## src/rtl/core/hzm_pkg.sv

```systemverilog
// Shared constants, types and the helper function of the half-step image zoom.
`default_nettype none
package hzm_pkg;

  localparam int PIXEL_BITS = 16;
  localparam int MAX_LANES  = 10;
  localparam int LANE_COUNT = 10;

  localparam logic [4:0] ZF_RESET = 5'd4;
  localparam logic [4:0] ZF_3     = 5'd3;
  localparam logic [4:0] ZF_4     = 5'd4;
  localparam logic [4:0] ZF_5     = 5'd5;
  localparam logic [4:0] ZF_7     = 5'd7;
  localparam logic [4:0] ZF_9     = 5'd9;
  localparam logic [4:0] ZF_20    = 5'd20;

  typedef logic [PIXEL_BITS-1:0] pix_t;

  typedef struct packed {
    pix_t       tl;
    pix_t       tr;
    pix_t       bl;
    pix_t       br;
    logic [3:0] n;
    logic [2:0] h;
    logic       odd;
    logic [3:0] row;
  } hzm_job_t;

  typedef struct packed {
    logic [3:0]                 row_in_block;
    pix_t [LANE_COUNT-1:0]      lanes;
    logic                       last_row;
  } hzm_row_t;

  function automatic pix_t mean2(pix_t a, pix_t b);
    logic [PIXEL_BITS:0] s;
    s = {1'b0, a} + {1'b0, b};
    return s[PIXEL_BITS:1];
  endfunction

endpackage
`default_nettype wire

```

## src/rtl/core/hzm_in_if.sv

```systemverilog
// Input channel carrying one 2x2 source block per transfer.
`default_nettype none
interface hzm_in_if;
  import hzm_pkg::*;

  logic valid;
  logic ready;
  pix_t top_left;
  pix_t top_right;
  pix_t bottom_left;
  pix_t bottom_right;

  modport source (output valid, output top_left, output top_right,
                  output bottom_left, output bottom_right, input ready);
  modport sink (input valid, input top_left, input top_right,
                input bottom_left, input bottom_right, output ready);
endinterface
`default_nettype wire

```

## src/rtl/core/hzm_out_if.sv

```systemverilog
// Result channel carrying one expanded output row per transfer.
`default_nettype none
interface hzm_out_if;
  import hzm_pkg::*;

  logic       valid;
  logic       ready;
  logic [3:0] row_in_block;
  pix_t       px_lane0;
  pix_t       px_lane1;
  pix_t       px_lane2;
  pix_t       px_lane3;
  pix_t       px_lane4;
  pix_t       px_lane5;
  pix_t       px_lane6;
  pix_t       px_lane7;
  pix_t       px_lane8;
  pix_t       px_lane9;
  logic       last_row;

  modport source (output valid, output row_in_block, output px_lane0, output px_lane1,
                  output px_lane2, output px_lane3, output px_lane4, output px_lane5,
                  output px_lane6, output px_lane7, output px_lane8, output px_lane9,
                  output last_row, input ready);
  modport sink (input valid, input row_in_block, input px_lane0, input px_lane1,
                input px_lane2, input px_lane3, input px_lane4, input px_lane5,
                input px_lane6, input px_lane7, input px_lane8, input px_lane9,
                input last_row, output ready);
endinterface
`default_nettype wire

```

## src/rtl/core/hzm_row.sv

```systemverilog
// Combinational generator of one output row from the held block and row index.
`default_nettype none
module hzm_row (
  input  wire hzm_pkg::hzm_job_t job,
  output hzm_pkg::hzm_row_t      row
);
  import hzm_pkg::*;

  pix_t [LANE_COUNT-1:0] top_w;
  pix_t [LANE_COUNT-1:0] bot_w;
  pix_t                  mean_t;
  pix_t                  mean_b;

  assign mean_t = mean2(job.tl, job.tr);
  assign mean_b = mean2(job.bl, job.br);

  always_comb begin
    for (int c = 0; c < LANE_COUNT; c++) begin
      if (4'(c) < {1'b0, job.h}) begin
        top_w[c] = job.tl;
        bot_w[c] = job.bl;
      end else if (4'(c) == {1'b0, job.h}) begin
        top_w[c] = mean_t;
        bot_w[c] = mean_b;
      end else begin
        top_w[c] = job.tr;
        bot_w[c] = job.br;
      end
    end
  end

  always_comb begin
    row.row_in_block = job.row;
    row.last_row     = (job.row == job.n - 4'd1);
    for (int c = 0; c < LANE_COUNT; c++) begin
      if ((4'(c) >= job.n) || (c >= MAX_LANES)) begin
        row.lanes[c] = '0;
      end else if (!job.odd) begin
        row.lanes[c] = job.tl;
      end else if (job.row < {1'b0, job.h}) begin
        row.lanes[c] = top_w[c];
      end else if (job.row == {1'b0, job.h}) begin
        row.lanes[c] = mean2(top_w[c], bot_w[c]);
      end else begin
        row.lanes[c] = bot_w[c];
      end
    end
  end
endmodule
`default_nettype wire

```

## src/rtl/core/half_step_image_zoom.sv

```systemverilog
// Top level of the half-step image zoom: block register, row sequencing, output register.
// The input block is registered in the block register and each row in the output register.
// Throughput: one output row per cycle unless the output stalls; a block of side n holds
// the input until its last row moves to the output register, and the next block is taken
// in that cycle. A block under an unsupported zoom factor is taken and yields no row.
// Reset (synchronous, rst_n low) empties both stages and sets the zoom factor to 4.
`default_nettype none
module half_step_image_zoom (
  input  wire logic       clk,
  input  wire logic       rst_n,
  input  wire logic       cfg_we,
  input  wire logic [4:0] cfg_data,
  hzm_in_if.sink          in_ch,
  hzm_out_if.source       out_ch
);
  import hzm_pkg::*;

  logic [4:0] zoom_r;
  logic       busy_r;
  hzm_job_t   job_r;
  hzm_job_t   job_nxt;
  logic       out_vld_r;
  hzm_row_t   out_row_r;
  hzm_row_t   row_w;

  logic       dec_ok;
  logic       dec_odd;
  logic [3:0] dec_n;
  logic [2:0] dec_h;
  logic       adv;
  logic       in_fire;

  always_comb begin
    dec_ok  = 1'b0;
    dec_odd = 1'b0;
    dec_n   = 4'd0;
    dec_h   = 3'd0;
    unique case (zoom_r)
      ZF_3, ZF_5, ZF_7, ZF_9: begin
        dec_ok  = 1'b1;
        dec_odd = 1'b1;
        dec_n   = zoom_r[3:0];
        dec_h   = zoom_r[3:1];
      end
      default: begin
        if (!zoom_r[0] && (zoom_r >= ZF_4) && (zoom_r <= ZF_20)) begin
          dec_ok = 1'b1;
          dec_n  = zoom_r[4:1];
        end
      end
    endcase
    if (dec_n > 4'(MAX_LANES)) begin
      dec_ok = 1'b0;
    end
  end

  hzm_row u_row (
    .job (job_r),
    .row (row_w)
  );

  assign adv          = busy_r && (!out_vld_r || out_ch.ready);
  assign in_ch.ready  = !busy_r || (adv && row_w.last_row);
  assign in_fire      = in_ch.valid && in_ch.ready;

  always_comb begin
    job_nxt = job_r;
    if (in_fire) begin
      job_nxt.tl  = in_ch.top_left;
      job_nxt.tr  = in_ch.top_right;
      job_nxt.bl  = in_ch.bottom_left;
      job_nxt.br  = in_ch.bottom_right;
      job_nxt.n   = dec_n;
      job_nxt.h   = dec_h;
      job_nxt.odd = dec_odd;
      job_nxt.row = 4'd0;
    end else if (adv) begin
      job_nxt.row = job_r.row + 4'd1;
    end
  end

  always_ff @(posedge clk) begin
    job_r <= job_nxt;
    if (adv) begin
      out_row_r <= row_w;
    end
  end

  always_ff @(posedge clk) begin
    if (!rst_n) begin
      zoom_r    <= ZF_RESET;
      busy_r    <= 1'b0;
      out_vld_r <= 1'b0;
    end else begin
      if (cfg_we) begin
        zoom_r <= cfg_data;
      end
      if (in_fire) begin
        busy_r <= dec_ok;
      end else if (adv && row_w.last_row) begin
        busy_r <= 1'b0;
      end
      if (adv) begin
        out_vld_r <= 1'b1;
      end else if (out_ch.ready) begin
        out_vld_r <= 1'b0;
      end
    end
  end

  assign out_ch.valid        = out_vld_r;
  assign out_ch.row_in_block = out_row_r.row_in_block;
  assign out_ch.px_lane0     = out_row_r.lanes[0];
  assign out_ch.px_lane1     = out_row_r.lanes[1];
  assign out_ch.px_lane2     = out_row_r.lanes[2];
  assign out_ch.px_lane3     = out_row_r.lanes[3];
  assign out_ch.px_lane4     = out_row_r.lanes[4];
  assign out_ch.px_lane5     = out_row_r.lanes[5];
  assign out_ch.px_lane6     = out_row_r.lanes[6];
  assign out_ch.px_lane7     = out_row_r.lanes[7];
  assign out_ch.px_lane8     = out_row_r.lanes[8];
  assign out_ch.px_lane9     = out_row_r.lanes[9];
  assign out_ch.last_row     = out_row_r.last_row;

  a_row_in_range: assert property (@(posedge clk) disable iff (!rst_n)
    busy_r |-> (job_r.row < job_r.n))
    else $error("row index outside the block");

  a_take_on_last: assert property (@(posedge clk) disable iff (!rst_n)
    (in_fire && busy_r) |-> (job_r.row == job_r.n - 4'd1))
    else $error("new block taken before the last row was issued");

  a_rows_in_order: assert property (@(posedge clk) disable iff (!rst_n)
    (out_ch.valid && out_ch.ready && !out_ch.last_row) |=>
      (out_vld_r && (out_ch.row_in_block == 4'($past(out_ch.row_in_block) + 4'd1))))
    else $error("rows of a block not issued back to back in order");

endmodule
`default_nettype wire
```

## src/flat_wrapper.sv

```systemverilog
// flat-port wrapper written by rule: the top's interface ports become plain ports
module half_step_image_zoom_flat import hzm_pkg::*;
  (clk, rst_n, cfg_we, cfg_data, in_ch_valid, in_ch_top_left, in_ch_top_right, in_ch_bottom_left, in_ch_bottom_right, in_ch_ready, out_ch_valid, out_ch_row_in_block, out_ch_px_lane0, out_ch_px_lane1, out_ch_px_lane2, out_ch_px_lane3, out_ch_px_lane4, out_ch_px_lane5, out_ch_px_lane6, out_ch_px_lane7, out_ch_px_lane8, out_ch_px_lane9, out_ch_last_row, out_ch_ready);
  hzm_in_if in_ch_i ();
  hzm_out_if out_ch_i ();
  input  wire logic clk;
  input  wire logic rst_n;
  input  wire logic cfg_we;
  input  wire logic [4:0] cfg_data;
  input wire logic [$bits(in_ch_i.valid)-1:0] in_ch_valid;
  input wire logic [$bits(in_ch_i.top_left)-1:0] in_ch_top_left;
  input wire logic [$bits(in_ch_i.top_right)-1:0] in_ch_top_right;
  input wire logic [$bits(in_ch_i.bottom_left)-1:0] in_ch_bottom_left;
  input wire logic [$bits(in_ch_i.bottom_right)-1:0] in_ch_bottom_right;
  output wire logic [$bits(in_ch_i.ready)-1:0] in_ch_ready;
  output wire logic [$bits(out_ch_i.valid)-1:0] out_ch_valid;
  output wire logic [$bits(out_ch_i.row_in_block)-1:0] out_ch_row_in_block;
  output wire logic [$bits(out_ch_i.px_lane0)-1:0] out_ch_px_lane0;
  output wire logic [$bits(out_ch_i.px_lane1)-1:0] out_ch_px_lane1;
  output wire logic [$bits(out_ch_i.px_lane2)-1:0] out_ch_px_lane2;
  output wire logic [$bits(out_ch_i.px_lane3)-1:0] out_ch_px_lane3;
  output wire logic [$bits(out_ch_i.px_lane4)-1:0] out_ch_px_lane4;
  output wire logic [$bits(out_ch_i.px_lane5)-1:0] out_ch_px_lane5;
  output wire logic [$bits(out_ch_i.px_lane6)-1:0] out_ch_px_lane6;
  output wire logic [$bits(out_ch_i.px_lane7)-1:0] out_ch_px_lane7;
  output wire logic [$bits(out_ch_i.px_lane8)-1:0] out_ch_px_lane8;
  output wire logic [$bits(out_ch_i.px_lane9)-1:0] out_ch_px_lane9;
  output wire logic [$bits(out_ch_i.last_row)-1:0] out_ch_last_row;
  input wire logic [$bits(out_ch_i.ready)-1:0] out_ch_ready;
  assign in_ch_i.valid = in_ch_valid;
  assign in_ch_i.top_left = in_ch_top_left;
  assign in_ch_i.top_right = in_ch_top_right;
  assign in_ch_i.bottom_left = in_ch_bottom_left;
  assign in_ch_i.bottom_right = in_ch_bottom_right;
  assign in_ch_ready = in_ch_i.ready;
  assign out_ch_valid = out_ch_i.valid;
  assign out_ch_row_in_block = out_ch_i.row_in_block;
  assign out_ch_px_lane0 = out_ch_i.px_lane0;
  assign out_ch_px_lane1 = out_ch_i.px_lane1;
  assign out_ch_px_lane2 = out_ch_i.px_lane2;
  assign out_ch_px_lane3 = out_ch_i.px_lane3;
  assign out_ch_px_lane4 = out_ch_i.px_lane4;
  assign out_ch_px_lane5 = out_ch_i.px_lane5;
  assign out_ch_px_lane6 = out_ch_i.px_lane6;
  assign out_ch_px_lane7 = out_ch_i.px_lane7;
  assign out_ch_px_lane8 = out_ch_i.px_lane8;
  assign out_ch_px_lane9 = out_ch_i.px_lane9;
  assign out_ch_last_row = out_ch_i.last_row;
  assign out_ch_i.ready = out_ch_ready;
  half_step_image_zoom u_core (.clk(clk), .rst_n(rst_n), .cfg_we(cfg_we), .cfg_data(cfg_data), .in_ch(in_ch_i), .out_ch(out_ch_i));
endmodule
```

## config.mk

```make
export PLATFORM = sky130hd
export DESIGN_NAME = half_step_image_zoom_flat
export DESIGN_NICKNAME = d
export VERILOG_FILES = /design/src/rtl/core/hzm_pkg.sv /design/src/rtl/core/hzm_in_if.sv /design/src/rtl/core/hzm_out_if.sv /design/src/rtl/core/hzm_row.sv /design/src/rtl/core/half_step_image_zoom.sv /design/src/flat_wrapper.sv
export SDC_FILE = /design/constraint.sdc
export NUM_CORES = 1
export LEC_CHECK = 0
export ABC_AREA = 0
export BUFFER_PORTS_ARGS = -buffer_cell sky130_fd_sc_hd__clkbuf_2
export CAP_MARGIN = 20
export CORE_ASPECT_RATIO = 1.4
export CORE_MARGIN = 5
export CORE_UTILIZATION = 40
export DETAILED_ROUTE_END_ITERATION = 7
export GPL_TIMING_DRIVEN = 0
export SYNTH_ARGS = -nofsm -noshare
export SYNTH_HDL_FRONTEND = slang
export SYNTH_HIERARCHICAL = 1
export SYNTH_SLANG_ARGS = --single-unit
```

## constraint.sdc

```tcl
create_clock -name clk -period 12.1 [get_ports clk]
set_input_delay 0.605 -clock clk [delete_from_list [all_inputs] [get_ports clk]]
set_output_delay 0.605 -clock clk [all_outputs]
set_load 0.005 [all_outputs]
```

==> results.py, run 1 <==
metrics = {
    "run_status": {
        "status": "finished clean",
    },
    "placement": {
        "hpwl_um": 121300,
        "io_buffers": 239,
        "place_congestion": 1.088,
    },
    "synthesis": {
        "syn-cell-area_um2": 24260,
        "synth_cells": 3008,
        "synth_nets": 3266,
        "syn_area_per_cell_um2": 8.065,
        "async_flop_share": 0,
        "synthDistinctLibCells": 93,
        "ys_seq_area_frac": 0.3024,
        "synth_warnings": 6,
        "synth-seq-cells": 248,
        "synthFlopType": "edfxtp_1",
        "synth_edf_count": 237,
    },
    "detailed_routing": {
        "wl_met2_um": 66140,
        "wl_met1_um": 53410,
        "detail-route-antenna-nets": 0,
        "highest-signal-layer": "met4",
        "wl_met3_um": 16760,
        "dr.pass1.iters": 6,
        "vias": 28290,
        "wire_per_inst_um": 36.61,
        "via_per_inst": 6.836,
        "drtIter0Drc": 4383,
        "drt_wl_total_um": 151500,
        "post-route-drc-count": 0,
    },
    "power_and_ir_drop": {
        "seqPwrFrac": 0.249,
        "peakVddDrop_mv": 0.1497,
        "power.combinational.fraction": 0.581,
        "p_sw_frac": 0.4963,
        "power_density_nw_per_um2": 162.6,
        "p_leak_nw": 11.04,
        "internal_power_w": 0.002267,
        "clockPowerShare": 0.170,
        "switching_power_w": 0.002233,
    },
    "floorplan": {
        "initial_core_util": 0.4047,
        "dieWidth_um": 218.1,
        "fp.dieH_um": 301.4,
        "row_count": 106,
        "coreArea_um2": 59950,
        "die-area_um2": 65740,
        "ios": 241,
    },
    "cells_and_area": {
        "final_common_cell": "a21oi_1",
        "drive_above_1_share": 0.1116,
        "multi_input_area_um2": 15800,
        "fin_nets": 3564,
        "syn2layout_area_growth_pct": 14.07,
        "most-common-layout-cells": "358 x a21oi_1, 343 x nand2_1, 268 x nor2_1",
        "fillers": 6060,
        "final_core_util": 0.4616,
        "seq_area_um2": 7337,
    },
    "timing": {
        "fmax_mhz": 134.4,
        "tightest_slew_ns": 1.301,
        "tns_ns": 0,
        "fin_crit_ns": 7.441,
        "grt_setup_unrepaired": "false",
        "finalHoldViolCount": 0,
        "finalSetupViolations": 0,
        "finalCritPeriodShare": 0.6150,
        "whs_ns": 0.1885,
        "slew_viol_final": 0,
        "fin_skew_ns": 0.008657,
        "maxSlewHeadroom": 0.1327,
    },
    "critical_path": {
        "path_class": "reg2reg",
        "r2r-start": "u_core/job_r[5]",
        "crit_fanout": 10,
        "r2r_cells": 17,
        "endpoint_kind": "register",
        "r2r_end": "u_core/out_ch.px_lane2[15]",
        "crit_path_cell_trace": "buf_2 > buf_1 > nor3_1 > clkbuf_1 > clkbuf_1 > a21oi_1 > fa_1 > a21o_1 > a21o_1 > a2111oi_0 > o31ai_1 > o41ai_1 > nor2b_1 > o21a_1 > o21ai_1 > nor4b_1 > o22ai_1",
        "required_ns": 12.38,
        "max_stage_delay_ns": 0.83,
        "crit_start": "u_core/job_r[5]",
        "cp_slowest_cell": "nor3_1",
        "start_kind": "register",
        "arrival_ns": 7.72,
        "r2r_setup_slack_ns": 4.66,
        "setup.worst_path.end": "u_core/out_ch.px_lane2[15]",
    },
    "clock_network": {
        "h-tree-depth": 1,
        "cts_tree": "built",
        "post_cts_buffers": 0,
        "cts-buffers-inserted": 25,
        "clock_latency_ns": 0.59,
        "cts.path.max_buffers": 3,
        "cts_root_buf": "clkbuf_16",
        "postCtsHoldBufs": 0,
        "clkSlewWorstSetupHoldPaths_ns": 0.06,
        "cts_resized": 0,
        "clock_sinks": 248,
    },
    "grt": {
        "grt_overflow": 0,
        "grt_max_degree": 112,
        "antenna_found_initial": 9,
        "grt_pass1_vias": 26980,
        "grt_usage": 0.4402,
        "grt_pass1_wl_um": 205300,
    },
    "run": {
        "maxCapViolCount": 0,
    },
    "min_path": {
        "hp-class": "in2reg",
    },
}
-- Yosys cell counts, types with 47 or more instances --
cell type	n	area, um^2
xnor2_1	73	639.4
clkbuf_1	178	668.1
edfxtp_1	237	7117
o22ai_1	57	356.6
nor2_1	269	1010
a21o_1	77	578.1
a211oi_1	65	488.0
nand2_1	343	1287
o21ai_0	153	765.7
a21oi_1	359	1797
o21ai_1	130	650.6
ha_1	173	2165
o211ai_1	98	735.7
xor2_1	67	586.8
mux2i_1	47	470.5
-- routing by layer --
layer / up-vias / track usage
li1: 11830 / -
met1: 13430 / 0.5242
met2: 2344 / 0.6902
met3: 684 / 0.1008
met4: 0 / 0.3292
met5: - / 0.003030
-- logic make-up after synthesis --
logic type / synth area share
buf+inv: 0.04657
simple gates: 0.1661
xor+xnor: 0.05054
mux: 0.02264
fa+ha+maj: 0.09830
compound gates: 0.3134
flops: 0.3024
-- power by group through the flow --
stage | registers [W] | logic [W] | clock network [W]
floorplan | 0.00113 | 0.00144 | 0
global placement | 0.00114 | 0.00239 | 0
detailed placement | 0.00114 | 0.00245 | 0
CTS | 0.00112 | 0.00246 | 0.000777
global route | 0.00113 | 0.00268 | 0.000813
finish | 0.00112 | 0.00261 | 0.000765
-- worst min-delay path by stage --
stage / startpoint / cells past startpoint / endpoint / slack (ns)
6_report: in_ch_bottom_left[13] / 1 / u_core/job_r[41] / 0.19
5_1_grt: in_ch_bottom_left[15] / 1 / u_core/job_r[43] / 0.18
4_1_cts: in_ch_bottom_left[12] / 1 / u_core/job_r[40] / 0.17
3_5_place_dp: u_core/job_r[1] / 2 / u_core/job_r[1] / 0.57
3_3_place_gp: u_core/job_r[1] / 2 / u_core/job_r[1] / 0.55
2_1_floorplan: u_core/job_r[1] / 2 / u_core/job_r[1] / 0.50
-- worst max-delay path: cells and delay by family (launching register included) --
family | cells | cell delay, ns
flops | 1 | 0.54
fa+ha+maj | 1 | 0.49
simple gates | 3 | 1.20
compound gates | 9 | 2.95
buf+inv | 4 | 1.95
-- layout make-up --
class	count	area share
repair buffers	271	0.05747
diodes	5	0.0004521
plain buffers	238	0.03463
clock inverters	17	0.005335
multi-input cells	2475	0.5709
inverters	47	0.006556
clock buffers	27	0.02288
well taps	810	0.03662
flip-flops and latches	248	0.2651
-- state kept, by name (all words and copies together), names as in the netlist --
signal,flops
u_core/job_r,76
u_core/out_ch.px_lane0,16
u_core/out_ch.px_lane1,16
u_core/out_ch.px_lane2,16
u_core/out_ch.px_lane3,16
u_core/out_ch.px_lane4,16
u_core/out_ch.px_lane5,16
u_core/out_ch.px_lane6,16
u_core/out_ch.px_lane7,16
u_core/out_ch.px_lane8,16
u_core/out_ch.px_lane9,16
u_core/zoom_r,5
u_core/out_ch.row_in_block,4
u_core/busy_r,1
u_core/out_ch.last_row,1
u_core/out_ch.valid,1
-- stage by stage --
stage	power (W)	std cells	worst slack (ns)	area, um^2
floorplan	0.002562	3008	7.227	24260
global placement	0.003535	4057	4.956	26470
detailed placement	0.003584	4084	4.993	26820
CTS	0.004357	4128	4.947	27600
global route	0.004617	4135	4.693	27670
finish	0.004500	4138	4.659	27670
Power figures use the tool's default switching activity.
==> run 2, diff against run 1 <==
==> constraint.sdc (replaced) <==
create_clock -name clk -period 6 [get_ports clk]
set_input_delay 0.3 -clock clk [delete_from_list [all_inputs] [get_ports clk]]
set_output_delay 0.3 -clock clk [all_outputs]
set_load 0.005 [all_outputs]
==> run 2 against run 1 <==
  * Critical endpoint is now u_core/out_ch.px_lane4[8]
  * The flow now finishes with violations (setup timing)
  * First-iteration DRC count up 3.0%
  * Largest power group unchanged
  * Register-to-register slack got worse by 4.9 ns
  * Fmax up 19%
  * Sequential power increased by 100%
  * Worst setup slack got worse by 4.9 ns
==> results.py, run 2 (synthesized netlist as in run 1, its figures left out) <==
metrics = {
    "critical_path": {
        "arrival_ns": 6.59,
        "required_ns": 6.32,
        "max_stage_delay_ns": 1.00,
        "cp_slowest_cell": "clkbuf_1",
        "critPathMostFrequentCell": "clkbuf_1",
        "critical_path_buf_inv_count": 6,
        "r2r-start": "u_core/job_r[7]",
        "path_class": "reg2reg",
        "crit_path_cell_trace": "inv_1 > clkbuf_1 > clkbuf_2 > ha_1 > nand4b_1 > clkbuf_1 > clkbuf_2 > clkbuf_1 > nand2_1 > o211ai_1 > o211ai_1 > a21oi_1",
        "endpoint_kind": "register",
        "cp_top_family": "buffers and inverters",
        "start_kind": "register",
        "r2r_setup_slack_ns": -0.27,
        "crit_fanout": 10,
        "r2r_cells": 12,
        "r2r_end": "u_core/out_ch.px_lane4[8]",
    },
    "grt": {
        "grt_max_degree": 112,
        "grt_pass1_vias": 27650,
        "antenna_found_initial": 8,
        "grt_pass1_wl_um": 209200,
        "grt_usage": 0.4477,
        "grt_overflow": 0,
    },
    "clock_network": {
        "h-tree-depth": 1,
        "clkSlewWorstSetupHoldPaths_ns": 0.07,
        "clock_sinks": 248,
        "cts.path.max_buffers": 3,
        "cts-buffers-inserted": 25,
        "clock_latency_ns": 0.59,
        "cts_tree": "built",
        "cts_root_buf": "clkbuf_16",
    },
    "run": {
        "maxCapViolCount": 0,
    },
    "cells_and_area": {
        "drive_above_1_share": 0.1310,
        "fillers": 5886,
        "final_core_util": 0.4790,
        "most-common-layout-cells": "358 x a21oi_1, 341 x nand2_1, 271 x clkbuf_2",
        "largest_reg_flops": 76,
        "syn2layout_area_growth_pct": 18.37,
        "final_common_cell": "a21oi_1",
        "largest_register": "u_core/job_r",
        "fin_nets": 3637,
        "stdcell_area_um2": 28720,
    },
    "min_path": {
        "min_from": "out_ch_ready",
        "whs_endpoint": "u_core/out_ch.valid",
        "hp-class": "in2reg",
        "whs_path_depth": 3,
    },
    "timing": {
        "fin_ws_ns": -0.2737,
        "fmax_mhz": 159.4,
        "tightest_slew_ns": 1.274,
        "grt_setup_unrepaired": "true",
        "maxSlewHeadroom": 0.1286,
        "finalSetupViolations": 20,
        "finalCritPeriodShare": 1.046,
        "slew_viol_final": 0,
        "whs_ns": 0.06123,
        "finalHoldViolCount": 0,
        "fin_crit_ns": 6.274,
        "fin_skew_ns": 0.01398,
    },
    "detailed_routing": {
        "wl_met3_um": 17800,
        "via_per_inst": 6.822,
        "detail-route-antenna-nets": 0,
        "wl_met2_um": 66830,
        "drtIter0Drc": 4516,
        "dr.pass1.iters": 6,
        "post-route-drc-count": 0,
        "wire_per_inst_um": 36.62,
        "wl_met1_um": 53520,
        "drt_wl_total_um": 154100,
        "vias": 28710,
        "highest-signal-layer": "met5",
    },
    "power_and_ir_drop": {
        "peakVddDrop_mv": 0.3236,
        "p_leak_nw": 11.55,
        "power_density_nw_per_um2": 321.2,
    },
    "floorplan": {
        "dieWidth_um": 218.1,
        "die-area_um2": 65740,
        "initial_core_util": 0.4047,
        "row_count": 106,
        "fp.dieH_um": 301.4,
        "coreArea_um2": 59950,
        "ios": 241,
    },
    "placement": {
        "place_congestion": 1.088,
        "placed_cell_area_um2": 26820,
        "hpwl_um": 121300,
        "pre_cts_ws_ns": -1.107,
        "io_buffers": 239,
    },
    "run_status": {
        "violations": "setup timing",
        "status": "finished, violations left",
    },
}
[run 2: cell types whose count changed in the layout (fill, tap and decap cells not counted), moves of 4 or more]
cell	change
buf_4	+6
xnor2_2	+7
clkbuf_2	+30
dlygate4sd3_1	+70
buf_2	+6
xor2_2	+4
buf_1	-7
xor2_1	-7
xnor2_1	-8
clkbuf_1	-36
[run 2: area by class of cell]
cell class | instances | area [um^2] | area share
Clock buffer | 27 | 633.1 | 0.02205
Sequential cell | 248 | 7337 | 0.2555
Buffer | 236 | 1020 | 0.03551
Clock inverter | 17 | 147.6 | 0.005142
Tap cell | 810 | 1013 | 0.03529
Multi-Input combinational cell | 2475 | 16060 | 0.5592
Timing Repair Buffer | 346 | 2321 | 0.08083
Inverter | 47 | 181.4 | 0.006318
Antenna cell | 2 | 5.005 | 0.0001743
[run 2: power breakdown]
part	switching (W)	internal, W	total [W]
registers	0.000122	0.00214	0.00226
clock network	0.000710	0.000846	0.00156
logic	0.00374	0.00166	0.00541
total	0.00458	0.00465	0.00922
[run 2: metal layers]
layer | vias to the layer above | global-route usage
met5 | - | 0.003030
met4 | 4 | 0.3391
met3 | 690 | 0.1030
met2 | 2429 | 0.7011
met1 | 13610 | 0.5319
li1 | 11970 | -
[run 2: how the worst max path moves through the flow]
stage                           from                    endpoint  cells after the start
floorplan           u_core/job_r[13]  u_core/out_ch.px_lane2[15]                     19
CTS                  u_core/job_r[5]  u_core/out_ch.px_lane3[13]                     18
detailed placement   u_core/job_r[5]  u_core/out_ch.px_lane3[13]                     17
global placement     u_core/job_r[5]  u_core/out_ch.px_lane3[13]                     17
finish               u_core/job_r[7]   u_core/out_ch.px_lane4[8]                     12
global route        u_core/job_r[60]  u_core/out_ch.px_lane1[15]                     17
[run 2: repair_timing]
action	in CTS	in global routing
setup endpoints to repair	95	33
gates resized for setup	49	51
hold buffers	70	0
setup buffers	0	5
endpoints found under the hold margin	70	0
pin swaps	0	2
[run 2: stage by stage]
stage	instances	setup TNS, ns	power (W)
after global routing	4206	-0.07098	0.009454
after detailed placement	4084	-30.24	0.007227
after global placement	4057	-47.89	0.007129
final	4208	-1.749	0.009223
after CTS	4198	0	0.008842
after floorplan	3008	0	0.005166
[run 2: worst register-to-register path, cell delays in order, from the launching register on]
cell and delay (ns):
edfxtp_1 0.46, inv_1 0.65, clkbuf_1 0.69, clkbuf_2 0.57, ha_1 0.37, nand4b_1 0.15, clkbuf_1 0.58, clkbuf_2 0.61
clkbuf_1 1.01, nand2_1 0.16, o211ai_1 0.16, o211ai_1 0.12, a21oi_1 0.48
